--- src/hw/rtl/ird_pkg.sv ---
`default_nettype none
package ird_pkg;

    typedef enum logic [3:0] {
        ACT_GET        = 4'd0,
        ACT_PUT        = 4'd1,
        ACT_INSERT     = 4'd2,
        ACT_REMOVE     = 4'd3,
        ACT_ADD_LOW    = 4'd4,
        ACT_ADD_HIGH   = 4'd5,
        ACT_REMOVE_LOW = 4'd6,
        ACT_REMOVE_HIGH = 4'd7,
        ACT_ROTATE     = 4'd8
    } action_t;

    localparam logic [1:0] ST_OK    = 2'd0;
    localparam logic [1:0] ST_RANGE = 2'd1;
    localparam logic [1:0] ST_EMPTY = 2'd2;
    localparam logic [1:0] ST_FULL  = 2'd3;

    typedef struct packed {
        logic [3:0]        action;
        logic signed [7:0] position;
        logic [31:0]       value;
    } in_item_t;

    typedef struct packed {
        logic [31:0] result_value;
        logic [6:0]  fill_level;
        logic [1:0]  status;
    } out_item_t;

    // Datapath command from the controller
    typedef enum logic [3:0] {
        CMD_NONE,
        CMD_LOAD,
        CMD_START,
        CMD_READ,
        CMD_TAKE,
        CMD_PRIME,
        CMD_SHIFT,
        CMD_WRITE,
        CMD_COMMIT
    } cmd_t;

    // Datapath decode and progress back to the controller
    typedef struct packed {
        logic ok;
        logic do_write;
        logic do_read;
        logic grow;
        logic shrink;
        logic need_shift;
        logic last_move;
    } dp_status_t;

endpackage
`default_nettype wire

--- src/hw/rtl/ird_ctrl.sv ---
`default_nettype none
module ird_ctrl (
    input  wire logic                clk,
    input  wire logic                rst_n,
    input  wire logic                in_valid,
    output logic                     in_ready,
    output logic                     out_valid,
    input  wire logic                out_ready,
    input  wire ird_pkg::dp_status_t st,
    output ird_pkg::cmd_t            cmd
);

    typedef enum logic [3:0] {
        S_IDLE,
        S_DECIDE,
        S_READ,
        S_TAKE,
        S_PRIME,
        S_SHIFT,
        S_WRITE,
        S_COMMIT,
        S_OUT
    } state_t;

    state_t state_reg, state_next;

    assign in_ready  = (state_reg == S_IDLE);
    assign out_valid = (state_reg == S_OUT);

    // Pick the next step and the command for the datapath
    always_comb
    begin
        state_next = state_reg;
        cmd = ird_pkg::CMD_NONE;
        unique case (state_reg)
            S_IDLE:
            begin
                if (in_valid)
                begin
                    cmd = ird_pkg::CMD_LOAD;
                    state_next = S_DECIDE;
                end
            end
            S_DECIDE:
            begin
                cmd = ird_pkg::CMD_START;
                if (!st.ok)
                    state_next = S_COMMIT;
                else if (st.do_read)
                    state_next = S_READ;
                else if (st.grow)
                    state_next = st.need_shift ? S_PRIME : S_WRITE;
                else
                    state_next = S_COMMIT;
            end
            S_READ:
            begin
                cmd = ird_pkg::CMD_READ;
                state_next = S_TAKE;
            end
            S_TAKE:
            begin
                cmd = ird_pkg::CMD_TAKE;
                if (st.do_write)
                    state_next = S_WRITE;
                else if (st.shrink && st.need_shift)
                    state_next = S_PRIME;
                else
                    state_next = S_COMMIT;
            end
            S_PRIME:
            begin
                cmd = ird_pkg::CMD_PRIME;
                state_next = S_SHIFT;
            end
            S_SHIFT:
            begin
                cmd = ird_pkg::CMD_SHIFT;
                if (st.last_move)
                    state_next = st.grow ? S_WRITE : S_COMMIT;
            end
            S_WRITE:
            begin
                cmd = ird_pkg::CMD_WRITE;
                state_next = S_COMMIT;
            end
            S_COMMIT:
            begin
                cmd = ird_pkg::CMD_COMMIT;
                state_next = S_OUT;
            end
            S_OUT:
            begin
                if (out_ready)
                    state_next = S_IDLE;
            end
            default:
            begin
                state_next = S_IDLE;
            end
        endcase
    end

    // Hold state
    always_ff @(posedge clk or negedge rst_n)
    begin
        if (!rst_n)
            state_reg <= S_IDLE;
        else
            state_reg <= state_next;
    end

endmodule
`default_nettype wire

--- src/hw/rtl/ird_datapath.sv ---
`default_nettype none
module ird_datapath #(
    parameter int DEPTH      = 64,
    parameter int WORD_WIDTH = 32
) (
    input  wire logic                clk,
    input  wire logic                rst_n,
    input  wire ird_pkg::in_item_t   in_item,
    input  wire ird_pkg::cmd_t       cmd,
    output ird_pkg::dp_status_t      st,
    output ird_pkg::out_item_t       out_item
);

    localparam int AW = $clog2(DEPTH);
    localparam int CW = $clog2(DEPTH + 1);
    localparam int SW = CW + 1;
    localparam int PW = (CW + 2 > 9) ? CW + 2 : 9;
    localparam logic signed [PW-1:0] ONE_S = PW'(1);

    logic [WORD_WIDTH-1:0] mem [DEPTH];
    logic [WORD_WIDTH-1:0] rd_reg;

    logic [AW-1:0]         head_reg;
    logic [CW-1:0]         count_reg;
    logic [3:0]            action_reg;
    logic signed [PW-1:0]  pos_reg;
    logic [WORD_WIDTH-1:0] word_reg;
    logic [WORD_WIDTH-1:0] res_reg;
    logic [CW-1:0]         walk_reg;
    logic [1:0]            status_reg;
    logic [31:0]           out_word_reg;

    // Decode the held item
    logic signed [PW-1:0] len_s;
    logic is_get, is_put, is_ins, is_rem, is_addl, is_addh, is_reml, is_remh, is_rot;
    logic empty, full, grow, shrink;
    logic [1:0] dec_status;
    logic [CW-1:0] dec_idx;
    logic [CW-1:0] rot_idx;

    assign len_s   = PW'($signed({1'b0, count_reg}));
    assign is_get  = (action_reg == ird_pkg::ACT_GET);
    assign is_put  = (action_reg == ird_pkg::ACT_PUT);
    assign is_ins  = (action_reg == ird_pkg::ACT_INSERT);
    assign is_rem  = (action_reg == ird_pkg::ACT_REMOVE);
    assign is_addl = (action_reg == ird_pkg::ACT_ADD_LOW);
    assign is_addh = (action_reg == ird_pkg::ACT_ADD_HIGH);
    assign is_reml = (action_reg == ird_pkg::ACT_REMOVE_LOW);
    assign is_remh = (action_reg == ird_pkg::ACT_REMOVE_HIGH);
    assign is_rot  = (action_reg == ird_pkg::ACT_ROTATE);
    assign empty   = (count_reg == '0);
    assign full    = (count_reg == CW'(DEPTH));
    assign grow    = is_ins || is_addl || is_addh;
    assign shrink  = is_rem || is_reml || is_remh;

    // Count only changes at commit, so the decode holds for the whole item
    always_comb
    begin
        dec_status = ird_pkg::ST_OK;
        dec_idx = '0;
        rot_idx = '0;
        if (is_get || is_put)
        begin
            if (pos_reg < 0 || pos_reg >= len_s)
                dec_status = ird_pkg::ST_RANGE;
            dec_idx = CW'(pos_reg);
        end
        else if (is_ins)
        begin
            if (pos_reg < -len_s || pos_reg > len_s + ONE_S)
                dec_status = ird_pkg::ST_RANGE;
            else if (full)
                dec_status = ird_pkg::ST_FULL;
            dec_idx = (pos_reg >= ONE_S) ? CW'(pos_reg - ONE_S) : CW'(pos_reg + len_s);
        end
        else if (is_addl || is_addh)
        begin
            if (full)
                dec_status = ird_pkg::ST_FULL;
            dec_idx = is_addl ? '0 : count_reg;
        end
        else if (is_rem)
        begin
            if (empty)
                dec_status = ird_pkg::ST_EMPTY;
            else if (pos_reg < 0 || pos_reg >= len_s)
                dec_status = ird_pkg::ST_RANGE;
            dec_idx = CW'(pos_reg);
        end
        else if (is_reml || is_remh)
        begin
            if (empty)
                dec_status = ird_pkg::ST_EMPTY;
            dec_idx = is_reml ? '0 : count_reg - 1'b1;
        end
        else if (is_rot)
        begin
            if (!empty && (pos_reg < -len_s || pos_reg > len_s))
                dec_status = ird_pkg::ST_RANGE;
            // n mod L for 0..L is n, or 0 when n equals L
            if (pos_reg >= 0)
                rot_idx = (pos_reg == len_s) ? '0 : CW'(pos_reg);
            else
                rot_idx = CW'(pos_reg + len_s);
        end
    end

    assign st.ok         = (dec_status == ird_pkg::ST_OK);
    assign st.do_read    = is_get || is_put || shrink;
    assign st.do_write   = is_put;
    assign st.grow       = grow;
    assign st.shrink     = shrink;
    assign st.need_shift = grow ? (dec_idx != count_reg) : (dec_idx != count_reg - 1'b1);
    assign st.last_move  = grow ? (walk_reg == dec_idx + 1'b1)
                                : (walk_reg + CW'(2) == count_reg);

    // Physical slot of a logical index, k at most DEPTH
    function automatic logic [AW-1:0] slot(input logic [AW-1:0] h, input logic [CW-1:0] k);
        logic [SW-1:0] s;
        s = SW'(h) + SW'(k);
        if (s >= SW'(DEPTH))
            s = s - SW'(DEPTH);
        return AW'(s);
    endfunction

    // Pick the read and write addresses for this cycle
    logic [CW-1:0]         rd_k;
    logic [AW-1:0]         rd_addr;
    logic                  wr_en;
    logic [AW-1:0]         wr_addr;
    logic [WORD_WIDTH-1:0] wr_data;

    always_comb
    begin
        rd_k    = dec_idx;
        wr_en   = 1'b0;
        wr_addr = slot(head_reg, dec_idx);
        wr_data = word_reg;
        case (cmd)
            ird_pkg::CMD_PRIME:
            begin
                rd_k = grow ? walk_reg - 1'b1 : walk_reg + 1'b1;
            end
            ird_pkg::CMD_SHIFT:
            begin
                // Write the word read last cycle and fetch the next one
                if (grow)
                    rd_k = (walk_reg >= CW'(2)) ? walk_reg - CW'(2) : '0;
                else
                    rd_k = walk_reg + CW'(2);
                wr_en   = 1'b1;
                wr_addr = slot(head_reg, walk_reg);
                wr_data = rd_reg;
            end
            ird_pkg::CMD_WRITE:
            begin
                wr_en = 1'b1;
            end
            default:
            begin
            end
        endcase
    end

    assign rd_addr = slot(head_reg, rd_k);

    // Memory: one write and one registered read a cycle
    always_ff @(posedge clk)
    begin
        if (wr_en)
            mem[wr_addr] <= wr_data;
        rd_reg <= mem[rd_addr];
    end

    // Load, walk and commit
    always_ff @(posedge clk or negedge rst_n)
    begin
        if (!rst_n)
        begin
            head_reg     <= '0;
            count_reg    <= '0;
            action_reg   <= '0;
            pos_reg      <= '0;
            word_reg     <= '0;
            res_reg      <= '0;
            walk_reg     <= '0;
            status_reg   <= ird_pkg::ST_OK;
            out_word_reg <= '0;
        end
        else
        begin
            unique case (cmd)
                ird_pkg::CMD_LOAD:
                begin
                    action_reg <= in_item.action;
                    pos_reg    <= PW'($signed(in_item.position));
                    word_reg   <= WORD_WIDTH'(in_item.value);
                end
                ird_pkg::CMD_START:
                begin
                    walk_reg <= grow ? count_reg : dec_idx;
                end
                ird_pkg::CMD_TAKE:
                begin
                    res_reg <= rd_reg;
                end
                ird_pkg::CMD_SHIFT:
                begin
                    walk_reg <= grow ? walk_reg - 1'b1 : walk_reg + 1'b1;
                end
                ird_pkg::CMD_COMMIT:
                begin
                    status_reg <= dec_status;
                    if (dec_status != ird_pkg::ST_OK)
                        out_word_reg <= '0;
                    else if (grow)
                        out_word_reg <= 32'(word_reg);
                    else if (is_get || is_put || shrink)
                        out_word_reg <= 32'(res_reg);
                    else
                        out_word_reg <= '0;
                    if (dec_status == ird_pkg::ST_OK)
                    begin
                        if (grow)
                            count_reg <= count_reg + 1'b1;
                        else if (shrink)
                        begin
                            count_reg <= count_reg - 1'b1;
                            if (count_reg == CW'(1))
                                head_reg <= '0;
                        end
                        else if (is_rot && !empty)
                            head_reg <= slot(head_reg, rot_idx);
                    end
                end
                default:
                begin
                end
            endcase
        end
    end

    assign out_item.result_value = out_word_reg;
    assign out_item.fill_level   = 7'(count_reg);
    assign out_item.status       = status_reg;

endmodule
`default_nettype wire

--- src/hw/rtl/indexed_ring_deque.sv ---
// Indexed ring deque: one result per item, one item in flight at a time.
// Each item runs through decode, then the read, shift and write steps its action needs, then commit.
// Get reads a word, put reads and writes one, insert and add write one; insert, add low,
// remove and remove low also shift the words between the index and the end of the ring.
// A new item is taken only after the result of the last one has been accepted.
// Reset empties the ring and zeroes the head; entry contents are left as they are.
`default_nettype none
module indexed_ring_deque #(
    parameter int DEPTH      = 64,
    parameter int WORD_WIDTH = 32
) (
    input  wire logic               clk,
    input  wire logic               rst_n,
    input  wire logic               in_valid,
    output logic                    in_ready,
    input  wire ird_pkg::in_item_t  in_data,
    output logic                    out_valid,
    input  wire logic               out_ready,
    output ird_pkg::out_item_t      out_data
);

    ird_pkg::cmd_t       cmd;
    ird_pkg::dp_status_t st;

    ird_ctrl u_ctrl (
        .clk       (clk),
        .rst_n     (rst_n),
        .in_valid  (in_valid),
        .in_ready  (in_ready),
        .out_valid (out_valid),
        .out_ready (out_ready),
        .st        (st),
        .cmd       (cmd)
    );

    ird_datapath #(
        .DEPTH      (DEPTH),
        .WORD_WIDTH (WORD_WIDTH)
    ) u_dp (
        .clk      (clk),
        .rst_n    (rst_n),
        .in_item  (in_data),
        .cmd      (cmd),
        .st       (st),
        .out_item (out_data)
    );

endmodule
`default_nettype wire

--- config.mk ---
export PLATFORM = sky130hd
export DESIGN_NAME = indexed_ring_deque
export DESIGN_NICKNAME = d
export VERILOG_FILES = /design/src/hw/rtl/ird_pkg.sv /design/src/hw/rtl/ird_ctrl.sv /design/src/hw/rtl/ird_datapath.sv /design/src/hw/rtl/indexed_ring_deque.sv
export SDC_FILE = /design/constraint.sdc
export NUM_CORES = 2
export LEC_CHECK = 0
export ABC_AREA = 0
export ABC_CLOCK_PERIOD_IN_PS = 8800
export BUFFER_PORTS_ARGS = -buffer_cell sky130_fd_sc_hd__buf_2
export CAP_MARGIN = 15
export CORE_MARGIN = 8
export CORE_UTILIZATION = 52
export DETAILED_ROUTE_END_ITERATION = 6
export PLACE_DENSITY = 0.79
export SLEW_MARGIN = 20
export SYNTH_ARGS = -nofsm -noshare
export SYNTH_HDL_FRONTEND = slang
export SYNTH_SLANG_ARGS = --single-unit
--- constraint.sdc ---
create_clock -name clk -period 8.8 [get_ports clk]
set_clock_uncertainty 0.2 [all_clocks]
set_input_delay 0.88 -clock clk [delete_from_list [all_inputs] [get_ports clk]]
set_output_delay 0.88 -clock clk [all_outputs]
set_load 0.02 [all_outputs]
==> results.md <==
* Wire per inst at around 33 um
* Fin. max-slew vios at 0
* DR pass1 iterations at 6
* Hold Crit Class: primary input to flop
* Hold Path Depth at 2
* Ys async rst share at under 10%
* RSZ-0062 raised after global routing: no
* Achievable Freq at ~140 MHz
* Post-Syn Instances at 4103
* First-pass GRT wire length at 317.5 mm
* Vias in the first global route at ~45k
* WL final at roughly 220 mm
* CP Buf/Inv Count at 2
* Die area at about 0.18 mm^2
* Synthesized net count at around 4.2k
* I/O pin count at 91
* R2r setup slk at between 1.5 and 2 ns
* Root buf cell: clkbuf_16
* Vias at approximately 44k
* DP Wirelength at about 120 mm
* Crit path required time at around 9 ns
* Main flop type after synthesis: edfxtp_1
* Distinct cells, synth at 92
* Netlist Area Pre-Place at a little under 0.09 mm^2
* Setup violations, final at 0
* Setup TNS at 0 ns
* Hold Vio Cnt, Final at 0
* Critical path's top delay family: simple AND/OR/NAND/NOR gates
* Die X at about 430 um
* Top reg by flops: u_dp.mem
* Multi-input logic area at around 0.022 mm^2
* Largest net degree at the start of global routing at a little over 90
* Post-synth EDFFs at between 2k and 2.5k
* Max reg flops at about 2k
* Arr. time, crit path at about 7.2 ns
* Gr ovfl total at 0
* GPL Wtd Cong at slightly below 0.9
* Number of clock sinks at about 2.2k
* Post-Layout Inst Area at between 0.09 and 0.1 mm^2
* Placed inst area at around 0.092 mm^2
* Share of layout cells above drive strength 1 at approximately 30%
* Core area at ~0.17 mm^2
* Crit. End Element: flop
* Number of max-cap violations at 0
* Syn Area/Cell at roughly 21 um^2
* Fin crit period at between 6 and 7 ns
* Nets at around 4.4k
* Slowest CP cell: nor2_4
* Reg2Reg Launch Point: u_dp.count_reg[2]
* Filler Cell Count at around 11k
* Post-route DRC violation count at 0
* TritonCTS Buffers at 200
* Buffers on Ports at 90
* Setup Fix Bufs, Post-CTS at 0
* Startpoint Class: flop
* Hold wc startpoint: in_data[3]
* Overall Global Routing Usage at a little under a quarter
* Max incr delay on CP at 1.25 ns
* Slew of the pin with the lowest slew margin at about 1.2 ns
* Die height at 427.3 um
* Clock buffer depth at 3
* Yosys warns at 0
* CP cell instances: inv_1 > ha_1 > nor3b_1 > nor3_1 > xor2_1 > a211o_1 > o21ai_4 > o21ai_0 > ha_1 > inv_1 > o21bai_1 > a21oi_1 > xnor2_1 > xnor2_1 > nand3_1 > nor2_4
* Sequential cell area fraction in the yosys report at 74.44%
* Clk_lat worst skew at between 0.8 and 0.9 ns
* Reg clk slew, reported paths at 0.06 ns
* Worst Path Max Fanout at 32
* Status: complete, no violations
* Initial antenna violation count at 6
* Slew Limit Headroom at a little over 20%
* Initial DRC Count at approximately 6.4k
* Worst reg2reg path depth at 16
* Routed vias/inst at around 6.6
* Hold endpoint: u_dp.word_reg[3]
* R2r endpoint: u_dp.mem[26][12]
* Area grow syn2layout at 12.18%
* WS Path Type: flop to flop
* Final Cycle Share at between 70% and 80%
* Initial Utilization at between 50 and 60%
* FP Rows at approximately 150
* Antenna viol nets, final at 0
* CTS tree: yes
* Htree depth at 4
* FF+latch count, synth at roughly 2.2k
* Storage cell area at approximately 0.065 mm^2
-- metal layers --
layer	global-route usage [%]	part of all wire, %	up-vias
met5	0	0.0059	-
met4	5.836	2.3	2
met3	5.397	11	352
met2	39.66	50	3039
met1	32.76	36	23233
li1	-	-	17489
-- stage by stage --
| step | instances | utilization (%) | setup slack [ns] | hold WS (ns) |
|---|---|---|---|---|
| floorplan | 4103 | - | 3.033 | 0.2624 |
| global placement | 6315 | 54.55 | 2.125 | 0.2544 |
| detailed placement | 6317 | 54.57 | 1.964 | 0.2633 |
| CTS | 6691 | 58.33 | 1.851 | 0.01267 |
| global route | 6702 | 58.50 | 1.663 | 0.04497 |
| finish | 6703 | 58.50 | 1.818 | 0.06441 |
-- logic make-up (layout without fill, tap and decap cells) --
kind of cell             after synthesis  count (layout)  synth area share (%)
AO/OA/AOI/OAI                        247             247                 1.984
XOR/XNOR                              73              73                0.7353
adder cells (fa/ha/maj)               64              64                0.9528
buffers and inverters                263             644                 1.195
flip-flops                          2214            2214                 74.44
multiplexers                         815             815                 18.48
other                                  0               1                     0
AND/OR/NAND/NOR                      427             427                 2.210
-- how the worst max path moves through the flow --
stage / start / endpoint / cells after the start
final: u_dp.count_reg[2] / u_dp.mem[26][12] / 16
after CTS: u_dp.count_reg[2] / u_dp.mem[31][12] / 16
after global routing: u_dp.count_reg[2] / u_dp.mem[26][12] / 16
after floorplan: u_dp.count_reg[2] / u_dp.mem[56][0] / 17
after detailed placement: u_dp.count_reg[2] / u_dp.mem[31][15] / 16
after global placement: u_dp.count_reg[2] / u_dp.mem[28][15] / 16
-- cell type report --
class	instances	area share [%]
sequential	2214	66.36
multi-input combinational	1626	22.35
clock buffer	273	5.482
tap	2218	2.812
timing repair buffer	230	1.913
clock inverter	99	0.9217
inverter	42	0.1597
antenna	1	0.002535
-- cell usage in the layout (no fill, tap or decap), types with 6 or more instances in the layout --
master,count
a211oi_1,6
a21o_1,12
a21oi_1,47
a22oi_1,41
and3_1,6
buf_12,22
buf_2,89
buf_4,111
bufinv_16,11
clkbuf_1,61
clkbuf_16,201
clkbuf_8,11
clkinv_1,27
clkinv_2,37
dfrtp_1,134
dfxtp_1,32
edfxtp_1,2048
ha_1,58
inv_1,37
inv_6,11
mux2_2,76
mux2i_1,99
mux4_2,640
nand2_1,185
nand2_2,12
nand2b_1,6
nand3_1,21
nand4_1,8
nor2_1,47
nor2_4,65
nor2b_1,10
nor3_1,18
nor4_1,6
o21ai_0,29
o21ai_1,8
o21bai_1,6
o31ai_1,36
xnor2_1,55
xor2_1,14
-- worst register-to-register path, delay by kind of cell, from the launching register on --
family                     cells  cell delay (ns)
AOI/OAI and AO/OA              5             1.15
and+or+nand+nor                4             2.63
xor gates and xnor gates       3             0.80
buffers and inverters          2             0.28
DFF                            1             0.74
adders and majority gates      2             0.76
-- synth_stat cells, drive strengths merged (3+ instances only) --
cell type     n  area share, %
edfxtp     2048             70
a31oi         4          0.028
nand4         8          0.057
dfxtp        32           0.73
or2           5          0.036
or3           5          0.036
mux4        640             16
mux2i        99            1.1
o22a          3          0.030
a22o          5          0.050
nor2b        10          0.071
a211oi        6          0.051
fa            5           0.11
ha           59           0.84
xnor2        59           0.60
a2111o        3          0.038
o31ai        37           0.32
buf          79           0.41
clkbuf      142           0.61
o211ai        3          0.026
nor3         21           0.13
nand3        22           0.13
nand2       202           0.87
nand2b        6          0.043
nor4          9           0.11
a22oi        42           0.37
xor2         14           0.14
nor3b         6          0.068
a21oi        49           0.30
o21bai        6          0.051
o21a          6          0.053
dfrtp       134            3.8
a21o         13           0.11
o21ai        38           0.23
inv          40           0.17
mux2         76           0.97
a21boi        5          0.043
or4           3          0.030
and3          6          0.043
nor2        113           0.48
o22ai         4          0.028
-- what timing repair did --
action / 4_1_cts / 5_1_grt
resized for setup: 0 / 0
hold buffers: 2 / 0
hold endpoints to repair: 62 / 0
Power is not shown: default switching activity piles up to over one toggle a cycle in this logic, so the estimate is an artifact.
